### src/rtl/tta_pkg.sv
// ----------------------------------------------------------------------------
// tta_pkg: shared types and constants of the timer table
// Entry layout, command and status codes, and sequencer states.
// ----------------------------------------------------------------------------
package tta_pkg;

  // Default table depth.
  localparam int unsigned MaxTimersDef = 16;

  // Field widths.
  localparam int unsigned IdW   = 16;
  localparam int unsigned IvalW = 64;

  // Minimum of an empty table.
  localparam logic [IvalW-1:0] InfTime = '1;

  // One stored timer.
  typedef struct packed {
    logic [IdW-1:0]   id;
    logic [IvalW-1:0] ival;
  } entry_t;

  typedef enum logic {
    CMD_ADD    = 1'b0,
    CMD_REMOVE = 1'b1
  } cmd_e;

  typedef enum logic [1:0] {
    ST_OK       = 2'd0,
    ST_EXISTS   = 2'd1,
    ST_FULL     = 2'd2,
    ST_NOTFOUND = 2'd3
  } status_e;

  typedef enum logic [2:0] {
    S_IDLE,
    S_ADD_SCAN,
    S_ADD_DONE,
    S_REM_SCAN,
    S_REM_MOVE,
    S_OUT
  } state_e;

endpackage

### src/rtl/timer_table_add_remove.sv
// ----------------------------------------------------------------------------
// timer_table_add_remove: timer table with unique ids and minimum tracking
// Adds and removes timers in a packed table held in a memory with one read
// port and one write port.
// ----------------------------------------------------------------------------
//  Channel | Direction | Handshake                 | Payload
//  --------+-----------+---------------------------+------------------------------
//  in      | input     | in_valid_i / in_ready_o   | command_i, timer_id_i, interval_i
//  out     | output    | out_valid_o / out_ready_i | status_o, lowest_ival_o,
//          |           |                           | timer_count_o
//
//  One beat is worked on at a time. An add scans the stored entries for its id
//  before it appends; a remove scans for the id, fills its slot with the last
//  entry and rebuilds the minimum; the memory read port reads one entry per cycle.
//  Reset clears the count and sets the minimum to all ones; the memory is not
//  cleared, since only slots below the count are read.
//  A result waits in its register while out_ready_i is low; no new beat is
//  accepted until it has been taken.
// ----------------------------------------------------------------------------
module timer_table_add_remove
  import tta_pkg::*;
#(
  parameter int unsigned MAX_TIMERS = MaxTimersDef,
  parameter int unsigned CntW       = $clog2(MAX_TIMERS + 1)
) (
  input  logic             clk_i,
  input  logic             rst_ni,
  input  logic             in_valid_i,
  output logic             in_ready_o,
  input  logic             command_i,
  input  logic [IdW-1:0]   timer_id_i,
  input  logic [IvalW-1:0] interval_i,
  output logic             out_valid_o,
  input  logic             out_ready_i,
  output logic [1:0]       status_o,
  output logic [IvalW-1:0] lowest_ival_o,
  output logic [CntW-1:0]  timer_count_o
);

  localparam int unsigned AddrW = (MAX_TIMERS > 1) ? $clog2(MAX_TIMERS) : 1;

  state_e           state_q, state_d;
  logic [AddrW-1:0] idx_q, idx_d;
  logic [IdW-1:0]   id_q, id_d;
  logic [IvalW-1:0] ival_q, ival_d;
  status_e          status_q, status_d;
  logic [IvalW-1:0] min_q, min_d;
  logic [CntW-1:0]  count_q, count_d;

  logic             rd_en;
  logic [AddrW-1:0] rd_addr;
  logic             wr_en;
  logic [AddrW-1:0] wr_addr;
  entry_t           wr_data;
  entry_t           rd_data;

  logic [CntW-1:0]  last_idx;
  logic             at_last;
  logic             hit;
  logic             full;
  logic             is_remove;

  // Entry storage.
  tta_mem #(
    .Depth (MAX_TIMERS),
    .AddrW (AddrW)
  ) u_mem (
    .clk_i     (clk_i),
    .wr_en_i   (wr_en),
    .wr_addr_i (wr_addr),
    .wr_data_i (wr_data),
    .rd_en_i   (rd_en),
    .rd_addr_i (rd_addr),
    .rd_data_o (rd_data)
  );

  // Scan conditions on the entry in the read register.
  assign last_idx  = count_q - CntW'(1);
  assign at_last   = (CntW'(idx_q) == last_idx);
  assign hit       = (rd_data.id == id_q);
  assign full      = (count_q == CntW'(MAX_TIMERS));
  assign is_remove = (cmd_e'(command_i) == CMD_REMOVE);

  // Next state.
  always_comb begin
    state_d = state_q;
    unique case (state_q)
      S_IDLE: begin
        if (in_valid_i) begin
          if (is_remove) begin
            state_d = (count_q == '0) ? S_OUT : S_REM_SCAN;
          end else begin
            state_d = (count_q == '0) ? S_ADD_DONE : S_ADD_SCAN;
          end
        end
      end
      S_ADD_SCAN: begin
        if (hit) begin
          state_d = S_OUT;
        end else if (at_last) begin
          state_d = S_ADD_DONE;
        end
      end
      S_ADD_DONE: begin
        state_d = S_OUT;
      end
      S_REM_SCAN: begin
        if (hit) begin
          state_d = S_REM_MOVE;
        end else if (at_last) begin
          state_d = S_OUT;
        end
      end
      S_REM_MOVE: begin
        // The moved entry stays in the read register and is checked next.
        state_d = at_last ? S_OUT : S_REM_SCAN;
      end
      S_OUT: begin
        if (out_ready_i) begin
          state_d = S_IDLE;
        end
      end
      default: state_d = S_IDLE;
    endcase
  end

  // Datapath and memory control.
  always_comb begin
    idx_d    = idx_q;
    id_d     = id_q;
    ival_d   = ival_q;
    status_d = status_q;
    min_d    = min_q;
    count_d  = count_q;
    rd_en    = 1'b0;
    rd_addr  = idx_q;
    wr_en    = 1'b0;
    wr_addr  = idx_q;
    wr_data  = rd_data;
    unique case (state_q)
      S_IDLE: begin
        if (in_valid_i) begin
          id_d    = timer_id_i;
          ival_d  = interval_i;
          idx_d   = '0;
          rd_en   = 1'b1;
          rd_addr = '0;
          if (is_remove) begin
            min_d    = InfTime;
            status_d = ST_NOTFOUND;
          end else begin
            status_d = ST_OK;
          end
        end
      end
      S_ADD_SCAN: begin
        if (hit) begin
          status_d = ST_EXISTS;
        end else if (!at_last) begin
          idx_d   = idx_q + AddrW'(1);
          rd_en   = 1'b1;
          rd_addr = idx_q + AddrW'(1);
        end
      end
      S_ADD_DONE: begin
        if (full) begin
          status_d = ST_FULL;
        end else begin
          wr_en   = 1'b1;
          wr_addr = count_q[AddrW-1:0];
          wr_data = '{id: id_q, ival: ival_q};
          count_d = count_q + CntW'(1);
          if (ival_q < min_q) begin
            min_d = ival_q;
          end
        end
      end
      S_REM_SCAN: begin
        if (hit) begin
          // Fetch the last entry to fill this slot.
          status_d = ST_OK;
          rd_en    = 1'b1;
          rd_addr  = last_idx[AddrW-1:0];
        end else begin
          if (rd_data.ival < min_q) begin
            min_d = rd_data.ival;
          end
          if (!at_last) begin
            idx_d   = idx_q + AddrW'(1);
            rd_en   = 1'b1;
            rd_addr = idx_q + AddrW'(1);
          end
        end
      end
      S_REM_MOVE: begin
        wr_en   = 1'b1;
        wr_addr = idx_q;
        wr_data = rd_data;
        count_d = last_idx;
      end
      S_OUT: begin
      end
      default: begin
      end
    endcase
  end

  // Control state and table summary.
  always_ff @(posedge clk_i or negedge rst_ni) begin
    if (!rst_ni) begin
      state_q <= S_IDLE;
      count_q <= '0;
      min_q   <= InfTime;
    end else begin
      state_q <= state_d;
      count_q <= count_d;
      min_q   <= min_d;
    end
  end

  // Payload registers.
  always_ff @(posedge clk_i) begin
    idx_q    <= idx_d;
    id_q     <= id_d;
    ival_q   <= ival_d;
    status_q <= status_d;
  end

  // Ports.
  assign in_ready_o    = (state_q == S_IDLE);
  assign out_valid_o   = (state_q == S_OUT);
  assign status_o      = status_q;
  assign lowest_ival_o = min_q;
  assign timer_count_o = count_q;

endmodule

### src/rtl/tta_mem.sv
// ----------------------------------------------------------------------------
// tta_mem: entry storage of the timer table
// One write port and one read port; the read data is registered and holds
// its value in cycles without a read.
// ----------------------------------------------------------------------------
module tta_mem
  import tta_pkg::*;
#(
  parameter int unsigned Depth = MaxTimersDef,
  parameter int unsigned AddrW = (Depth > 1) ? $clog2(Depth) : 1
) (
  input  logic             clk_i,
  input  logic             wr_en_i,
  input  logic [AddrW-1:0] wr_addr_i,
  input  entry_t           wr_data_i,
  input  logic             rd_en_i,
  input  logic [AddrW-1:0] rd_addr_i,
  output entry_t           rd_data_o
);

  entry_t mem_q [Depth];
  entry_t rd_data_q;

  // Write port.
  always_ff @(posedge clk_i) begin
    if (wr_en_i) begin
      mem_q[wr_addr_i] <= wr_data_i;
    end
  end

  // Registered read port.
  always_ff @(posedge clk_i) begin
    if (rd_en_i) begin
      rd_data_q <= mem_q[rd_addr_i];
    end
  end

  assign rd_data_o = rd_data_q;

endmodule
### config.mk
export PLATFORM = sky130hd
export DESIGN_NAME = timer_table_add_remove
export DESIGN_NICKNAME = d
export VERILOG_FILES = /design/src/rtl/tta_pkg.sv /design/src/rtl/timer_table_add_remove.sv /design/src/rtl/tta_mem.sv
export SDC_FILE = /design/constraint.sdc
export NUM_CORES = 2
export LEC_CHECK = 0
export BUFFER_PORTS_ARGS = -buffer_cell sky130_fd_sc_hd__buf_2
export CORE_ASPECT_RATIO = 0.8
export CORE_MARGIN = 4
export CORE_UTILIZATION = 50
export CTS_CLUSTER_DIAMETER = 50
export DETAILED_ROUTE_END_ITERATION = 10
export PLACE_DENSITY_LB_ADDON = 0.05
export SLEW_MARGIN = 20
export SYNTH_ARGS = -nofsm -noshare
export SYNTH_HDL_FRONTEND = slang
export SYNTH_SLANG_ARGS = --single-unit
export TNS_END_PERCENT = 100
### constraint.sdc
create_clock -name clk_i -period 5.94 [get_ports clk_i]
set_input_delay 0 -clock clk_i [delete_from_list [all_inputs] [get_ports clk_i]]
set_output_delay 0 -clock clk_i [all_outputs]
set_load 0.01 [all_outputs]
# [Yosys cells after proc, flatten, opt, wreduce, memory -nomap -nowiden]
# Memories as Yosys holds them, arrays and structs flattened. A register that Yosys moved wholly into a read port is not among the register bits.
# Index checks and enable logic that the tools add are counted.
[word_totals] regBits=158 latch_bits=0 ram_bits=1280 mem_bits_ro=0 input_bits=85 output_inout_bits=73 elab_cells=90 memories=1
[op_classes] add_sub_neg=3 n_mul=0 div_mod_pow=0 n_lt_le_gt_ge=2 n_eq_ne=20 shifts=0 mux=45 bitwise_logic=0 reduce_logical=12
[mem_list] memory="u_mem.mem_q" depth=16 word_bits=80 read_ports=1 rd_clocked_by_memory_dff=1 wr=1 line="tta_mem.sv:21" source="entry_t mem_q [Depth];"
[ops] cell="2-to-1 mux 64 bit" n=6
[ops] cell="one-hot mux 64 bit (3 select lines)" n=1
[ops] cell="2-to-1 mux 80 bit" n=2
[ops] cell="less-than comparator 64 bit" n=2
[ops] cell="2-to-1 mux 3 bit" n=9
[ops] cell="2-to-1 mux 4 bit" n=6
[ops] cell="one-hot mux 3 bit (6 select lines)" n=1
[ops] cell="equality test 16 bit" n=1
[ops] cell="inequality test 2 bit, second input constant" n=8
[ops] cell="2-to-1 mux 2 bit" n=6
[ops] cell="one-hot mux 4 bit (3 select lines)" n=1
[ops] cell="one-hot mux 5 bit (2 select lines)" n=1
[ops] cell="one-hot mux 2 bit (4 select lines)" n=1
[ops] cell="one-hot mux 4 bit (2 select lines)" n=1
[ops] cell="2-to-1 mux 1 bit" n=7
[ops] cell="AND reduction 7 bit" n=1
[ops] cell="equality test 3 x 2 -> 1 bit, second input constant" n=2
[ops] cell="equality test 3 bit, second input constant" n=2
[ops] cell="inequality test 3 bit, second input constant" n=2
[ops] cell="adder 5 x 1 -> 5 bit, second input constant" n=1
[ops] cell="equality test 4 x 5 -> 1 bit" n=1
[ops] cell="equality test 5 bit, second input constant" n=1
[ops] cell="logical NOT 5 bit" n=1
[ops] cell="2-to-1 mux 5 bit" n=1
[ops] cell="14 further kinds" n=17

# [Logic depth before layout (Yosys ltp)]
[depth] ltp_word=5 depth_mapped=17

# [Hierarchy]
# A second synthesis with hierarchy kept.
[hier_totals] cells_unflattened=3067 area_unflattened_um2=61376.4
[by_module_without_submodules] mod="tta_mem" n_inst=1 cells_each=2054 area_each_um2=50223.2
[by_module_without_submodules] mod="timer_table_add_remove" n_inst=1 cells_each=1013 area_each_um2=11153.2

# [Least setup slack after synthesis]
# No wires, ideal clock.
[synth_path] path_type="register to register" start="reg count_q[0], in the netlist timer_count_o[0]" end="mem u_mem.mem_q[0][0] (netlist name) (enable)" setup_time_ns=0.519 arrival_time_ns=5.426 required_time_ns=5.421 setup_slack_ns=-0.005 stages_incl_launch_ff=11 cell_sequence="dfrtp_1 -> buf_2 -> inv_1 -> ha_1 -> nand3_1 -> nor2b_1 -> clkbuf_1 -> clkbuf_1 -> buf_1 -> a21oi_1 -> nor2_1"
[synth_between] elab_chain_cells=5 word_cells_on_any_way=7
[synth_lines] element="start: declaration" line="timer_table_add_remove.sv:48" source="logic [CntW-1:0] count_q, count_d;"
[synth_lines] element="start signal: assignment" line="timer_table_add_remove.sv:216" source="count_q <= count_d;"
[synth_lines] element="equality test 5 bit" line="timer_table_add_remove.sv:81" source="assign full = (count_q == CntW'(MAX_TIMERS));"
[synth_lines] element="2-to-1 mux 1 bit" line="timer_table_add_remove.sv:166" source="if (full) begin"
[synth_lines] element="one-hot mux 1 bit (2 select lines)" line="timer_table_add_remove.sv:140" source="unique case (state_q)"
[synth_lines] element="2-to-1 mux 1 bit" line="tta_mem.sv:26" source="if (wr_en_i) begin"
[synth_lines] element="2-to-1 mux 1 bit (not written as such)" line="tta_mem.sv:27" source="mem_q[wr_addr_i] <= wr_data_i;"
[synth_lines] element="end: declaration" line="tta_mem.sv:21"
# Several ways; a longest one is shown, not always the timed one.

# [Worst setup path in the final report]
[layout_path] start="reg count_q[0], in the netlist timer_count_o[0]" end="reg u_mem.rd_data_o[78] (netlist name)"
[layout_between] elab_chain_cells=5 word_cells_on_any_way=10
[layout_lines] element="subtractor 5 x 1 -> 5 bit (*)" line="timer_table_add_remove.sv:78" source="assign last_idx = count_q - CntW'(1);"
[layout_lines] element="equality test 4 x 5 -> 1 bit" line="timer_table_add_remove.sv:79" source="assign at_last = (CntW'(idx_q) == last_idx);"
[layout_lines] element="2-to-1 mux 4 bit / 2-to-1 mux 1 bit (equally long branches)" line="timer_table_add_remove.sv:159, timer_table_add_remove.sv:188"
[layout_lines] element="2-to-1 mux 4 bit (tied with other cells)" line="timer_table_add_remove.sv:179" source="if (hit) begin"
[layout_lines] element="one-hot mux 4 bit (3 select lines) / one-hot mux 1 bit (3 select lines) (equally long branches)" line="timer_table_add_remove.sv:140"
# Mark *: on every way between the ends. The rest lies on a longest branch, timed or not.
# A chain may end at the register's enable or synchronous reset.

==> flow_summary.yaml <==
synthesis:
  synth_cells: 4642
  synth_area_sq_mm: 0.0658
  syn_area_per_cell_sq_um: 14.2
  synth_cell_types: 76
  synth_flop_cell: "edfxtp_1"
  synth_edf_count: 1446
  synth_top_cell_by_area: "edfxtp_1"
  synth_seq_cells: 1518
  yosysWarningCount: 0
  synth_top_area_share_pct: 66.0
  yosysSeqAreaShare_pct: 68.9
  async_reset_ff_share_pct: 4.74
  synth_area_leaders: "edfxtp_1 (66%), nand2_1 (2.9%), mux2_2 (2.6%)"
  synth_fp_nets: 4859
critical_path:
  required_ns: 6.50
  start_kind: "flip-flop"
  reg2reg_depth: 13
  endpoint_kind: "flip-flop"
  path_max_fanout: 42
  rrSetupSlack_ns: 0.76
  r2r_start: "timer_count_o[0]$_DFFE_PN0P_"
  path_class: "reg -> reg"
  regToRegEndpoint: "u_mem.rd_data_o[78]$_DFFE_PP_"
  cp.arrival_ns: 5.74
die:
  die_w_um: 414
  die_h_um: 332
  core.rowCount: 118
  die_area_sq_mm: 0.137
  coreArea_sq_mm: 0.130
  initial_core_util_pct: 50.6
  io_pins: 158
worst_hold_path:
  hold_path.class: "in -> reg"
  whs_path_depth: 2
  worstHoldStart: "interval_i[60]"
  hold_path_end: "ival_q[60]$_DFFE_PP_"
place:
  gp_congestion: 0.866
  pre_cts_slack_ns: 0.881
  place_inst: 6259
  port-buffer-count: 157
  place_hpwl_mm: 107
clocking:
  htree_levels: 4
  cts.sinks: 1518
  path_clk_slew_ns: 0.07
  cts_buffers: 159
  insertion_delay_ns: 0.81
  cts_buffer_depth: 3
  cts_tree: "yes"
  ctsResizeCount: 0
  cts_root_buf: "clkbuf_16"
sta:
  min_period_ns: 5.18
  relSlewSlack_pct: 22.6
  tightest_slew_ns: 1.16
  slew_violations: 0
  timing.fmax_mhz: 193
  setup_slack_ns: 0.757
  rsz0062_at_grt: "no"
  finalHoldViolCount: 0
  skew_ns: 0.0354
  fin_tns_setup_ns: 0
  min_period_over_period_pct: 87.3
  setup_viol: 0
final_layout:
  synthToLayoutAreaGrowth_pct: 14.9
  final_common_cell: "edfxtp_1"
  nNetsFinal: 5061
  final_util_pct: 58.1
  layout_common_cells: "edfxtp_1 (1446), nand2_1 (510), nand3_1 (176)"
  drive_gt1_share_pct: 15.5
  fin_cells: 6721
  n_antenna_cell: 0
detailed_routing:
  avgRoutedWirePerCell_um: 31.3
  wl_mm: 210
  first_iter_violations: 5337
  detail-route-antenna-nets: 0
  vias: 44000
  wl_met3_mm: 18.9
  top_layer: "met4"
  drc_errors: 0
  drt-vias-per-instance: 6.54
  wl_met2_mm: 93.9
  dr.pass1.iters: 7
  wl_met1_mm: 91.2
run_status:
  status: "complete, no violations"
grt:
  grt_usage_pct: 30.3
  grt_pass1_wl_mm: 305
  grt_pass1_vias: 42500
  antenna_found_initial: 2
  grt_max_degree: 201
  grt_remaining_overflow: 0
power:
  pwr-share-comb_pct: 44.8
  p_int_w: 0.0276
  p_sw_w: 0.0187
  finalPower_w: 0.0463
  p_seq_share_pct: 34.1
  clkPwrFrac_pct: 21.1
  p_per_area_mw_per_mm2: 612
  switching_share_pct: 40.5
  ir_drop_uv: 930
  leakagePower_nw: 27.1
run:
  cap_violations: 0
==> logic make-up after synthesis <==
| logic type | after synthesis | share of synthesized area [%] |
|---|---|---|
| compound gates | 1045 | 12.3 |
| xor+xnor | 24 | 0.340 |
| fa+ha+maj | 132 | 2.51 |
| buf+inv | 557 | 3.41 |
| flops | 1518 | 68.9 |
| mux | 225 | 3.73 |
| simple gates | 1141 | 8.84 |
==> critical path, stage by stage, from the launching register on <==
cell	delay (ns)
dfrtp_1	0.60
inv_1	0.18
ha_1	0.32
xnor2_1	0.22
nor2_1	0.06
o31a_1	0.43
or2_2	0.42
a311oi_4	0.30
buf_4	0.78
buf_4	0.84
o32a_1	0.24
a22oi_1	0.09
o221ai_1	0.19
and4b_1	0.22
==> synth_stat cells (64+ instances only) <==
library cell  count
a211oi_1        164
o221ai_1         81
o22ai_1          66
mux2_2          154
nand2_1         512
clkbuf_1        270
o311a_1          83
ha_1            132
dfstp_2          64
edfxtp_1       1446
a22oi_1          82
inv_1           158
o21ai_0          66
and4b_1          80
mux2i_1          65
nand4_1         108
o32a_1           80
o31ai_1         162
and3_1          163
o2111ai_1        82
nand3_1         178
buf_2            97
==> per-stage QoR <==
stage,area (sq um),hold slack (ns)
global placement,68900,0.176
global route,75600,0.0761
floorplan,65800,-0.296
finish,75600,0.102
detailed placement,68900,0.178
CTS,75600,0.0250
==> sequential cells by signal, indices dropped and copies added (netlist names) <==
name / count
lowest_ival_o: 64
idx_q: 4
timer_count_o: 5
id_q: 16
ival_q: 64
status_o: 2
u_mem.mem_q: 1280
state_q: 3
u_mem.rd_data_o: 80
==> final cells by class <==
type | count | area [sq um]
well taps | 1740 | 2180
multi-input cells | 2567 | 18600
clock buffers | 212 | 4290
fillers | 10300 | 54500
flip-flops and latches | 1518 | 45300
inverters | 159 | 597
repair buffers | 439 | 3870
clock inverters | 86 | 761
==> power by group through the flow <==
| stage | clock [W] | combinational [W] | sequential, W |
|---|---|---|---|
| 6_report | 0.00976 | 0.0207 | 0.0158 |
| 3_3_place_gp | 0 | 0.0203 | 0.0160 |
| 5_1_grt | 0.0104 | 0.0222 | 0.0159 |
| 3_5_place_dp | 0 | 0.0204 | 0.0160 |
| 4_1_cts | 0.00987 | 0.0205 | 0.0158 |
| 2_1_floorplan | 0 | 0.0130 | 0.0157 |
==> what timing repair did <==
| action | CTS | global route |
|---|---|---|
| hold buffers | 163 | 0 |
| buffers inserted | 0 | 0 |
| endpoints found under the hold margin | 137 | 0 |
==> worst max-delay path by stage <==
stage                                       from                             to
CTS                 timer_count_o[0]$_DFFE_PN0P_  u_mem.rd_data_o[31]$_DFFE_PP_
detailed placement  timer_count_o[0]$_DFFE_PN0P_  u_mem.rd_data_o[78]$_DFFE_PP_
global placement    timer_count_o[0]$_DFFE_PN0P_  u_mem.rd_data_o[78]$_DFFE_PP_
global route        timer_count_o[0]$_DFFE_PN0P_   u_mem.rd_data_o[9]$_DFFE_PP_
finish              timer_count_o[0]$_DFFE_PN0P_  u_mem.rd_data_o[78]$_DFFE_PP_
floorplan           timer_count_o[0]$_DFFE_PN0P_    u_mem.mem_q[0][0]$_DFFE_PP_
==> layer usage <==
metal	vias to the layer above	track usage (%)
met2	2268	45.6
met4	0	9.80
li1	18900	-
met1	22500	44.9
met5	-	0
met3	325	5.36
(Power assumes the default switching activity.)
